===== src/lkv_pkg.sv =====
package lkv_pkg;

    localparam int KIND_BITS = 2;
    localparam int CAP_BITS  = 5;

    typedef logic [KIND_BITS-1:0] kind_t;
    typedef logic [CAP_BITS-1:0]  cap_t;

    localparam kind_t KIND_GET   = 2'd0;
    localparam kind_t KIND_PUT   = 2'd1;
    localparam kind_t KIND_CLEAR = 2'd2;

    localparam cap_t CAP_RESET = 5'd16;

endpackage


===== src/lkv_req_if.sv =====
interface lkv_req_if
    import lkv_pkg::*;
#(
    parameter int KEY_BITS   = 32,
    parameter int VALUE_BITS = 32
);

    logic                  valid;
    logic                  ready;
    logic [KIND_BITS-1:0]  kind;
    logic [KEY_BITS-1:0]   key;
    logic [VALUE_BITS-1:0] value;

    modport source (output valid, output kind, output key, output value, input ready);
    modport sink   (input valid, input kind, input key, input value, output ready);

endinterface


===== src/lkv_rsp_if.sv =====
interface lkv_rsp_if
#(
    parameter int VALUE_BITS = 32
);

    logic                  valid;
    logic                  ready;
    logic                  found;
    logic [VALUE_BITS-1:0] read_value;

    modport source (output valid, output found, output read_value, input ready);
    modport sink   (input valid, input found, input read_value, output ready);

endinterface


===== src/lru_key_value_cache.sv =====
// datapath: a transaction is held in the input register, then its result is captured in the result register
// throughput: one operation per cycle while the response side is not stalled, set by the parallel key compare
// and recency-rank update across all entries between the input and result registers
// reset: valid bits, recency ranks and entry count clear at once, capacity returns to 16;
// key and value storage keep no reset and are never read before being written
module lru_key_value_cache
    import lkv_pkg::*;
#(
    parameter int ENTRIES    = 16,
    parameter int KEY_BITS   = 32,
    parameter int VALUE_BITS = 32
)
(
    input  logic          clk,
    input  logic          rst_n,
    lkv_req_if.sink       req,
    lkv_rsp_if.source     rsp,
    input  logic          cfg_we,
    input  logic [CAP_BITS-1:0] cfg_wdata
);

    localparam int AW   = (ENTRIES > 1) ? $clog2(ENTRIES) : 1;
    localparam int CW   = $clog2(ENTRIES + 1);
    localparam int CMPW = (CW > CAP_BITS) ? CW : CAP_BITS;

    // configuration
    cap_t capacity_reg;

    // entry storage
    logic [KEY_BITS-1:0]   key_reg   [ENTRIES];
    logic [VALUE_BITS-1:0] value_mem [ENTRIES];
    logic [ENTRIES-1:0]    valid_reg, valid_next;
    logic [AW-1:0]         age_reg   [ENTRIES];
    logic [AW-1:0]         age_next  [ENTRIES];
    logic [CW-1:0]         count_reg, count_next;

    // input stage
    logic                  in_valid_reg;
    kind_t                 in_kind_reg;
    logic [KEY_BITS-1:0]   in_key_reg;
    logic [VALUE_BITS-1:0] in_value_reg;

    // result stage
    logic                  out_valid_reg;
    logic                  found_reg;
    logic [VALUE_BITS-1:0] read_value_reg;

    logic                  advance, proc;
    logic                  is_get, is_put, is_clear;
    logic [ENTRIES-1:0]    hit_vec, hit_one, old_vec, old_one;
    logic [ENTRIES-1:0]    evict_one, valid_after, free_vec, free_one;
    logic                  hit, free_any, evicted;
    logic [AW-1:0]         hit_idx, free_idx, hit_age, last_age;
    logic [CMPW-1:0]       cap_wide, cap_sat;
    logic                  cap_zero, need_evict;
    logic                  do_promote, do_insert;
    logic                  wr_en;
    logic [AW-1:0]         wr_idx;

    assign advance   = !out_valid_reg || rsp.ready;
    assign req.ready = !in_valid_reg || advance;
    assign proc      = in_valid_reg && advance;

    assign is_get   = (in_kind_reg == KIND_GET);
    assign is_put   = (in_kind_reg == KIND_PUT);
    assign is_clear = (in_kind_reg == KIND_CLEAR);

    assign cap_wide   = CMPW'(capacity_reg);
    assign cap_sat    = (cap_wide > CMPW'(ENTRIES)) ? CMPW'(ENTRIES) : cap_wide;
    assign cap_zero   = (capacity_reg == '0);
    assign need_evict = (CMPW'(count_reg) >= cap_sat);
    assign last_age   = AW'(count_reg - CW'(1));

    // parallel lookup; ranks among valid entries are unique, so the oldest holds count-1
    always_comb
    begin
        for (int i = 0; i < ENTRIES; i++)
        begin
            hit_vec[i] = valid_reg[i] && (key_reg[i] == in_key_reg);
            old_vec[i] = valid_reg[i] && (age_reg[i] == last_age);
        end
    end

    assign hit_one     = hit_vec & (~hit_vec + 1'b1);
    assign old_one     = old_vec & (~old_vec + 1'b1);
    assign hit         = |hit_vec;
    assign evict_one   = need_evict ? old_one : '0;
    assign evicted     = |evict_one;
    assign valid_after = valid_reg & ~evict_one;
    assign free_vec    = ~valid_after;
    assign free_one    = free_vec & (~free_vec + 1'b1);
    assign free_any    = |free_vec;

    always_comb
    begin
        hit_idx  = '0;
        free_idx = '0;
        hit_age  = '0;
        for (int i = 0; i < ENTRIES; i++)
        begin
            if (hit_one[i])
                hit_idx = hit_idx | AW'(i);
            if (free_one[i])
                free_idx = free_idx | AW'(i);
            hit_age = hit_age | ({AW{hit_one[i]}} & age_reg[i]);
        end
    end

    assign do_promote = proc && hit && (is_get || (is_put && !cap_zero));
    assign do_insert  = proc && is_put && !hit && !cap_zero;

    assign wr_en  = (do_promote && is_put) || (do_insert && free_any);
    assign wr_idx = do_insert ? free_idx : hit_idx;

    always_comb
    begin
        valid_next = valid_reg;
        count_next = count_reg;
        for (int i = 0; i < ENTRIES; i++)
            age_next[i] = age_reg[i];

        if (proc && is_clear)
        begin
            valid_next = '0;
            count_next = '0;
            for (int i = 0; i < ENTRIES; i++)
                age_next[i] = '0;
        end
        else if (do_promote)
        begin
            for (int i = 0; i < ENTRIES; i++)
            begin
                if (hit_one[i])
                    age_next[i] = '0;
                else if (valid_reg[i] && (age_reg[i] < hit_age))
                    age_next[i] = age_reg[i] + 1'b1;
            end
        end
        else if (do_insert)
        begin
            valid_next = valid_after | (free_any ? free_one : '0);
            count_next = count_reg - CW'(evicted) + CW'(free_any);
            if (free_any)
            begin
                for (int i = 0; i < ENTRIES; i++)
                begin
                    if (free_one[i])
                        age_next[i] = '0;
                    else if (valid_after[i])
                        age_next[i] = age_reg[i] + 1'b1;
                end
            end
        end
    end

    always_ff @(posedge clk or negedge rst_n)
    begin
        if (!rst_n)
        begin
            capacity_reg  <= CAP_RESET;
            valid_reg     <= '0;
            count_reg     <= '0;
            in_valid_reg  <= 1'b0;
            out_valid_reg <= 1'b0;
            for (int i = 0; i < ENTRIES; i++)
                age_reg[i] <= '0;
        end
        else
        begin
            if (cfg_we)
                capacity_reg <= cfg_wdata;
            valid_reg <= valid_next;
            count_reg <= count_next;
            for (int i = 0; i < ENTRIES; i++)
                age_reg[i] <= age_next[i];
            if (req.ready)
                in_valid_reg <= req.valid;
            if (advance)
                out_valid_reg <= in_valid_reg;
        end
    end

    // payload registers and storage
    always_ff @(posedge clk)
    begin
        if (req.valid && req.ready)
        begin
            in_kind_reg  <= req.kind;
            in_key_reg   <= req.key;
            in_value_reg <= req.value;
        end
        if (do_insert && free_any)
            key_reg[free_idx] <= in_key_reg;
        if (wr_en)
            value_mem[wr_idx] <= in_value_reg;
        if (advance)
        begin
            found_reg      <= in_valid_reg && hit && (is_get || is_put);
            read_value_reg <= (in_valid_reg && is_get && hit) ? value_mem[hit_idx] : '0;
        end
    end

    assign rsp.valid      = out_valid_reg;
    assign rsp.found      = found_reg;
    assign rsp.read_value = read_value_reg;

`ifndef SYNTH
    a_count_matches_valid: assert property (@(posedge clk) disable iff (!rst_n)
        $countones(valid_reg) == int'(count_reg))
        else $error("entry count disagrees with valid bits");

    a_unique_hit: assert property (@(posedge clk) disable iff (!rst_n)
        in_valid_reg |-> $onehot0(hit_vec))
        else $error("key present in more than one entry");

    a_clear_empties: assert property (@(posedge clk) disable iff (!rst_n)
        (proc && is_clear) |=> (count_reg == '0) && (valid_reg == '0))
        else $error("clear left entries behind");

    a_stalled_input_held: assert property (@(posedge clk) disable iff (!rst_n)
        (in_valid_reg && !advance) |=> in_valid_reg && $stable(in_key_reg))
        else $error("stalled input transaction was lost");
`endif

endmodule

===== src/flat_wrapper.sv =====
// flat-port wrapper written by rule: the top's interface ports become plain ports
module lru_key_value_cache_flat import lkv_pkg::*;
#(
    parameter int ENTRIES    = 16,
    parameter int KEY_BITS   = 32,
    parameter int VALUE_BITS = 32
)
  (clk, rst_n, cfg_we, cfg_wdata, req_valid, req_kind, req_key, req_value, req_ready, rsp_valid, rsp_found, rsp_read_value, rsp_ready);
  lkv_req_if #(.KEY_BITS(KEY_BITS), .VALUE_BITS(VALUE_BITS)) req_i ();
  lkv_rsp_if #(.VALUE_BITS(VALUE_BITS)) rsp_i ();
  input  logic clk;
  input  logic rst_n;
  input  logic cfg_we;
  input  logic [CAP_BITS-1:0] cfg_wdata;
  input wire logic [$bits(req_i.valid)-1:0] req_valid;
  input wire logic [$bits(req_i.kind)-1:0] req_kind;
  input wire logic [$bits(req_i.key)-1:0] req_key;
  input wire logic [$bits(req_i.value)-1:0] req_value;
  output wire logic [$bits(req_i.ready)-1:0] req_ready;
  output wire logic [$bits(rsp_i.valid)-1:0] rsp_valid;
  output wire logic [$bits(rsp_i.found)-1:0] rsp_found;
  output wire logic [$bits(rsp_i.read_value)-1:0] rsp_read_value;
  input wire logic [$bits(rsp_i.ready)-1:0] rsp_ready;
  assign req_i.valid = req_valid;
  assign req_i.kind = req_kind;
  assign req_i.key = req_key;
  assign req_i.value = req_value;
  assign req_ready = req_i.ready;
  assign rsp_valid = rsp_i.valid;
  assign rsp_found = rsp_i.found;
  assign rsp_read_value = rsp_i.read_value;
  assign rsp_i.ready = rsp_ready;
  lru_key_value_cache #(.ENTRIES(ENTRIES), .KEY_BITS(KEY_BITS), .VALUE_BITS(VALUE_BITS)) u_core (.clk(clk), .rst_n(rst_n), .req(req_i), .rsp(rsp_i), .cfg_we(cfg_we), .cfg_wdata(cfg_wdata));
endmodule

===== config.mk =====
export PLATFORM = sky130hd
export DESIGN_NAME = lru_key_value_cache_flat
export DESIGN_NICKNAME = d
export VERILOG_FILES = /design/src/lkv_pkg.sv /design/src/lkv_req_if.sv /design/src/lkv_rsp_if.sv /design/src/lru_key_value_cache.sv /design/src/flat_wrapper.sv
export SDC_FILE = /design/constraint.sdc
export NUM_CORES = 2
export LEC_CHECK = 0
export BUFFER_PORTS_ARGS = -buffer_cell sky130_fd_sc_hd__buf_4
export CORE_ASPECT_RATIO = 1.5
export CORE_MARGIN = 8
export CORE_UTILIZATION = 57
export CTS_CLUSTER_SIZE = 12
export DETAILED_ROUTE_END_ITERATION = 12
export GPL_TIMING_DRIVEN = 1
export PLACE_DENSITY = 0.76
export RECOVER_POWER = 50
export SYNTH_ARGS = -nofsm -noshare
export SYNTH_HDL_FRONTEND = slang
export SYNTH_SLANG_ARGS = --single-unit
export TNS_END_PERCENT = 10

===== constraint.sdc =====
create_clock -name clk -period 5.8 [get_ports clk]
set_clock_uncertainty 0.2 [all_clocks]
set_input_delay 1.16 -clock clk [delete_from_list [all_inputs] [get_ports clk]]
set_output_delay 1.16 -clock clk [all_outputs]
set_load 0.02 [all_outputs]

* Word level (Yosys, flattened, before mapping)
Memories as Yosys holds them, arrays and structs flattened. A register that Yosys moved wholly into a read port is not among the register bits.
Cells that the tools add are included.
** Operators by class
- $add $sub $neg :: 22
- Order comparisons :: 18
- Equal/unequal tests :: 51
- Multiplexer cells :: 112
- Bitwise logic cells :: 41
- Reduce and logical (&&, ||, !) cells :: 114
** Operator list (number)
- equality test 32 bit :: 16
- two-way mux 4 bit :: 81
- two-way mux 64 bit :: 4
- two-way mux 16 bit :: 5
- NOT 16 bit :: 5
- adder 4 x 1 -> 4 bit, second input constant :: 16
- bitwise AND 16 bit :: 4
- bitwise AND 4 bit :: 16
- equality test 4 bit :: 16
- less-than comparator 4 bit :: 16
- != test 4 x 3 -> 1 bit, second input constant :: 16
- AND reduction 4 bit :: 16
- nonzero test 4 bit :: 16
- logical AND 1 bit :: 63
- bitwise OR 4 bit :: 15
- adder 16 x 1 -> 16 bit, second input constant :: 3
- OR reduction 16 bit :: 3
- two-way mux 3 bit :: 8
- two-way mux 5 bit :: 4
- bitwise OR 16 bit :: 1
- two-way mux 2 bit :: 4
- two-way mux 1 bit :: 6
- nonzero test 3 bit :: 2
- adder 5 x 1 -> 5 bit :: 1
- 13 further kinds :: 21
** Word-level totals
- Register bits :: 159
- Memory bits (writable) :: 1024
- Bits of input ports :: 76
- Output and inout port bits :: 35
- Memories kept :: 2
** Memories
- u_core.key_reg :: depth 16, width 32, rd ports 16, clocked after Yosys merged registers in 0, wr ports 1, line lru_key_value_cache.sv:30 : logic [KEY_BITS-1:0] key_reg [ENTRIES];
- u_core.value_mem :: depth 16, width 32, rd ports 1, clocked after Yosys merged registers in 1, wr ports 1, line lru_key_value_cache.sv:31 : logic [VALUE_BITS-1:0] value_mem [ENTRIES];

* Longest topological paths before layout
- Depth after elaboration :: 29
- Depth in mapped cells :: 21

* Worst setup path before layout
Ideal clock, no wire load.
- Kind :: register to register
- Start point :: reg u_core.count_reg[0]
- End point :: mem u_core.value_mem[8][0] (enable)
- Setup time :: 0.421 ns
- Arrival time :: 5.508 ns
- Data required time :: 5.179 ns
- Slack :: -0.329 ns
- Stages on the path, launching flop included :: 21
- Path through :: dfrtp_1 -> buf_4 -> buf_2 -> inv_1 -> ha_1 -> buf_2 -> buf_2 -> xor2_1 -> nand3_1 -> or3b_2 -> and2_1 -> o211ai_1 -> a2111oi_4 -> buf_2 -> nand2_1 -> nor2_1 -> or3_1 -> a21o_1 -> o21ai_0 -> nand2_1 -> nor2_1
** On the way
- Longest elaborated chain between the ends :: 29
- Elaborated cells between the ends (all ways) :: 65
- Those cells by class :: 3 x add/sub; 1 x order compare; 16 x eq/ne; 19 x mux; 7 x bitwise; 19 x reduce/logical
** RTL lines
- from (decl) :: line lru_key_value_cache.sv:35 : logic [CW-1:0] count_reg, count_next;
- from (signal assigned) :: line lru_key_value_cache.sv:173 : count_reg <= count_next;
- subtractor 4 x 1 -> 4 bit :: line lru_key_value_cache.sv:72 : assign last_age = AW'(count_reg - CW'(1));
- equality test 4 bit :: line lru_key_value_cache.sv:80 : old_vec[i] = valid_reg[i] && (age_reg[i] == last_age);
- logical AND 1 bit :: line lru_key_value_cache.sv:80
- NOT 16 bit :: line lru_key_value_cache.sv:85 : assign old_one = old_vec & (~old_vec + 1'b1);
- adder 16 x 1 -> 16 bit :: line lru_key_value_cache.sv:85
- bitwise AND 16 bit :: line lru_key_value_cache.sv:85
- two-way mux 16 bit (*) :: line lru_key_value_cache.sv:87 : assign evict_one = need_evict ? old_one : '0;
- NOT 16 bit (*) :: line lru_key_value_cache.sv:89 : assign valid_after = valid_reg & ~evict_one;
- (+2 left out)
- NOT 16 bit :: line lru_key_value_cache.sv:91 : assign free_one = free_vec & (~free_vec + 1'b1);
- adder 16 x 1 -> 16 bit :: line lru_key_value_cache.sv:91
- bitwise AND 16 bit :: line lru_key_value_cache.sv:91
- two-way mux 1 bit :: line lru_key_value_cache.sv:103 : if (free_one[i])
- two-way mux 2 bit (2 in series) :: line lru_key_value_cache.sv:103
- two-way mux 3 bit (4 in series) :: line lru_key_value_cache.sv:103
- two-way mux 4 bit (8 in series) :: line lru_key_value_cache.sv:103
- two-way mux 4 bit :: line lru_key_value_cache.sv:113 : assign wr_idx = do_insert ? free_idx : hit_idx;
- to (decl) :: line lru_key_value_cache.sv:31
Mark *: on every way between the ends. The rest lies on a longest branch, timed or not.

* Worst setup path after layout
- Start point :: reg u_core.in_key_reg[18]
- End point :: reg u_core.age_reg[51] (netlist bit)
** On the way
- Longest elaborated chain between the ends :: 25
- Elaborated cells between the ends (all ways) :: 82
- Those cells by class :: 1 x add/sub; 1 x order compare; 17 x eq/ne; 3 x mux; 33 x bitwise; 27 x reduce/logical
** RTL lines
- from (decl) :: line lru_key_value_cache.sv:40 : logic [KEY_BITS-1:0] in_key_reg;
- from (signal assigned) :: line lru_key_value_cache.sv:189 : in_key_reg <= req.key;
- equality test 32 bit :: line lru_key_value_cache.sv:79 : hit_vec[i] = valid_reg[i] && (key_reg[i] == in_key_reg);
- logical AND 1 bit :: line lru_key_value_cache.sv:79
- NOT 16 bit :: line lru_key_value_cache.sv:84 : assign hit_one = hit_vec & (~hit_vec + 1'b1);
- adder 16 x 1 -> 16 bit :: line lru_key_value_cache.sv:84
- bitwise AND 16 bit :: line lru_key_value_cache.sv:84
- bitwise AND 4 bit :: line lru_key_value_cache.sv:105 : hit_age = hit_age | ({AW{hit_one[i]}} & age_reg[i]);
- bitwise OR 4 bit (15 in series) :: line lru_key_value_cache.sv:105
- less-than comparator 4 bit :: line lru_key_value_cache.sv:135 : else if (valid_reg[i] && (age_reg[i] < hit_age))
- logical AND 1 bit :: line lru_key_value_cache.sv:135
- != test 4 x 3 -> 1 bit (no line)
- AND reduction 4 bit (no line)
- to (signal, indexed assignment) :: line lru_key_value_cache.sv:175 : age_reg[i] <= age_next[i];
- to (decl) :: line lru_key_value_cache.sv:33 : logic [AW-1:0] age_reg [ENTRIES];
Several ways; a longest one is shown, not always the timed one.
A chain may end at the register's enable or synchronous reset.

==> flow_metrics.env <==
export IMPL_initial_core_util_pct=57.4
export IMPL_data_required_critical_path_ns=6.22
export IMPL_outcome="complete, but fails checks"
export IMPL_worstMarginPinSlew_ns=3.37
export IMPL_rr_startpoint="u_core.in_key_reg[18]$_DFFE_PP_"
export IMPL_final_min_period_over_clock_period_pct=96.2
export IMPL_postRouteAntennaNets=0
export IMPL_hold_path_origin="u_core.count_reg[4]$_DFFE_PN0P_"
export IMPL_drtIter0Drc=3885
export IMPL_chip_height_microns=404
export IMPL_layout_area_overhead_vs_synth_pct=15.0
export IMPL_dp_cells=5635
export IMPL_synthCells=4104
export IMPL_dpl_hpwl_mm=112
export IMPL_antenna_diode_count=0
export IMPL_fill_cells=6985
export IMPL_top_level_ports=111
export IMPL_clk_pin_slew_ns=0.06
export IMPL_global_route_usage_total_pct=28.9
export IMPL_vias_in_the_first_global_route=38000
export IMPL_synth_area_per_cell_sq_um=13.9
export IMPL_cts_htree_levels=3
export IMPL_antenna_found_initial=2
export IMPL_number_of_cells_in_the_finished_layout_apart_from_fillers=5838
export IMPL_rows=142
export IMPL_crit_path_max_fanout=19
export IMPL_gpl_final_weighted_congestion=1.03
export IMPL_setup_ws_ns=0.222
export IMPL_final_max_slew_violation_count=123
export IMPL_grt_setup_unrepaired="true"
export IMPL_chipWidth_microns=275
export IMPL_fin_tns_setup_ns=0
export IMPL_regToRegEndpoint="u_core.age_reg[51]$_DFFE_PN0P_"
export IMPL_finalWirelength_mm=162
export IMPL_yosysWarningCount=0
export IMPL_setup_worst_path_class="flip-flop to flip-flop"
export IMPL_holdWs_ns=0.293
export IMPL_slew_headroom_pct=-125
export IMPL_synth_seq_cells=1215
export IMPL_synthArstFlopShare_pct=7.57
export IMPL_power_static_leakage_nw=21.7
export IMPL_synth_area_sq_um=57200
export IMPL_post_drt_via_cell_ratio=6.38
export IMPL_violations="capacitance limit, slew limit"
export IMPL_power_ir_vdd_worst_v=0.000280
export IMPL_drt_pre_antenna_iters=6
export IMPL_detailroute_via_count=37200
export IMPL_end_of_flow_core_utilization_pct=66.0
export IMPL_period_needed_ns=5.58
export IMPL_grt_max_degree=93
export IMPL_synth_enable_flop_cells=1123
export IMPL_clockRootBuffer="sky130_fd_sc_hd__clkbuf_16"
export IMPL_p_total_mw=20.4
export IMPL_ys_seq_area_share_pct=63.0
export IMPL_clock_insertion_delay_worst_skew_ns=0.73
export IMPL_die_area_sq_um=111000
export IMPL_post_route_design_area_sq_um=65800
export IMPL_grt_pass1_wl_mm=238
export IMPL_worstHoldEndpoint="u_core.count_reg[4]$_DFFE_PN0P_"
export IMPL_grt_overflow=0
export IMPL_whs_path_depth=1
export IMPL_setup_worst_path_start_class="flip-flop"
export IMPL_drive_gt1_share_pct=16.4
export IMPL_crit_arrival_ns=6.00
export IMPL_fp_coreArea_sq_um=99700
export IMPL_finalHoldViolations=0
export IMPL_maxClockFrequency_mhz=179
export IMPL_cts_buffer_depth=3
export IMPL_endpoint_kind="flip-flop"
export IMPL_dpl_worst_slack_ns=-0.290
export IMPL_total_nets_final=4596
export IMPL_r2r_cell_count=16
export IMPL_power_density_nw_per_um2=311
export IMPL_mappedNetlistNets=4226
export IMPL_cts_made_buffers=117
export IMPL_port_buffer_count=110
export IMPL_drt_drc_violations_left=0
export IMPL_cap_violations=3
export IMPL_tritoncts="done"
export IMPL_setup_violations_final=0
export IMPL_place_area_sq_um=62300
export IMPL_worst_r2r_setup_slack_ns=0.22
export IMPL_cts_sinks=1215
export IMPL_count_of_distinct_cell_types_in_the_synthesized_netlist=127
export IMPL_avgRoutedWirePerCell_microns=27.8
export IMPL_worstHoldPathType="flip-flop to flip-flop"
export IMPL_synth_top_flop_cell="sky130_fd_sc_hd__edfxtp_1"
[power breakdown]
group	internal [mW]	switching (mW)	total [mW]
sequential	9.86	0.592	10.5
clock	3.98	3.17	7.14
combinational	1.25	1.60	2.85
total	15.1	5.35	20.4
[cell usage in the layout (no fill, tap or decap), drive strengths merged, types with 38 or more instances in the layout]
cell       n
and3      38
buf      344
nand4    148
nor4     119
mux2i    337
xor2     227
xnor2    321
edfxtp  1123
mux2      77
nand3     94
dfrtp     91
nor2     230
clkbuf   268
o21ai    100
ha        45
nor3      58
nand2    177
o22ai     46
nand2b    50
a21oi    105
inv       82
[worst max-delay path by stage]
stage,start,end,depth (start not counted)
after floorplan,u_core.count_reg[0]$_DFFE_PN0P_,u_core.value_mem[8][0]$_DFFE_PP_,20
after global placement,u_core.in_key_reg[6]$_DFFE_PP_,u_core.rsp.read_value[8]$_SDFFCE_PN0P_,16
after detailed placement,u_core.in_key_reg[6]$_DFFE_PP_,u_core.rsp.read_value[21]$_SDFFCE_PN0P_,16
after CTS,u_core.in_key_reg[6]$_DFFE_PP_,u_core.age_reg[38]$_DFFE_PN0P_,20
after global routing,u_core.in_key_reg[30]$_DFFE_PP_,u_core.age_reg[38]$_DFFE_PN0P_,20
final,u_core.in_key_reg[18]$_DFFE_PP_,u_core.age_reg[51]$_DFFE_PN0P_,16
[synthesized netlist by cell type, drive strengths merged (50+ instances only)]
| library cell | count | share of area [%] |
|---|---|---|
| xnor2 | 321 | 4.9 |
| a21oi | 105 | 0.92 |
| nor2 | 230 | 1.5 |
| o21ai | 100 | 0.89 |
| nand3 | 94 | 0.84 |
| clkbuf | 58 | 0.39 |
| nand4 | 148 | 1.6 |
| inv | 81 | 0.53 |
| mux2i | 337 | 5.9 |
| nand2 | 177 | 1.2 |
| nand2b | 50 | 0.55 |
| mux2 | 77 | 1.5 |
| nor3 | 58 | 0.54 |
| nor4 | 119 | 1.4 |
| edfxtp | 1123 | 59 |
| buf | 141 | 1.7 |
| xor2 | 227 | 3.5 |
| dfrtp | 91 | 4.0 |
[layer usage]
layer / vias to the layer above / track usage (%) / share of wire, %
met3: 581 / 4.23 / 6.4
li1: 16400 / - / -
met2: 1748 / 51.0 / 51
met4: 2 / 19.4 / 7.3
met1: 18500 / 32.2 / 35
met5: - / 0 / 0.0043
[logic make-up (layout without fill, tap and decap cells)]
family | Yosys count | in the layout | share of synthesized area [%]
muxes | 414 | 414 | 7.42
AOI/OAI and AO/OA | 487 | 487 | 6.00
buffers and inverters | 281 | 719 | 2.59
adders and majority gates | 48 | 48 | 1.06
xor gates and xnor gates | 574 | 574 | 9.47
and+or+nand+nor | 1085 | 1085 | 10.5
DFF | 1215 | 1215 | 63.0
[layout make-up]
cell class	count	area (sq um)	area share [%]
Clock inverter	26	318	0.483
Timing Repair Buffer	451	4390	6.68
Clock buffer	161	3150	4.80
Sequential cell	1215	36000	54.8
Tap cell	1296	1620	2.47
Multi-Input combinational cell	2608	19900	30.3
Inverter	81	304	0.462
[timing repair]
action                                  CTS  global route
pin swaps                                 1             0
buffers inserted                          4            12
endpoints found under the setup margin   88            41
gates resized for setup                   1             2
hold buffers                              0             0
[critical path, cell delays in order (launching register included)]
cell and delay [ns]:
sky130_fd_sc_hd__edfxtp_1 0.68, sky130_fd_sc_hd__buf_4 0.45, sky130_fd_sc_hd__xor2_1 0.17, sky130_fd_sc_hd__nor4_1 0.30, sky130_fd_sc_hd__nand4_1 0.23, sky130_fd_sc_hd__or4_1 0.72, sky130_fd_sc_hd__nor4_2 0.41, sky130_fd_sc_hd__buf_4 0.23
sky130_fd_sc_hd__nand2_1 0.06, sky130_fd_sc_hd__a41oi_1 0.46, sky130_fd_sc_hd__a211oi_2 0.18, sky130_fd_sc_hd__buf_4 0.22, sky130_fd_sc_hd__a211o_1 0.29, sky130_fd_sc_hd__o2111a_1 0.13, sky130_fd_sc_hd__o21ai_1 0.28, sky130_fd_sc_hd__nand3_1 0.15
sky130_fd_sc_hd__o311ai_1 0.27
Note: power is estimated with default switching activity, not from simulation.
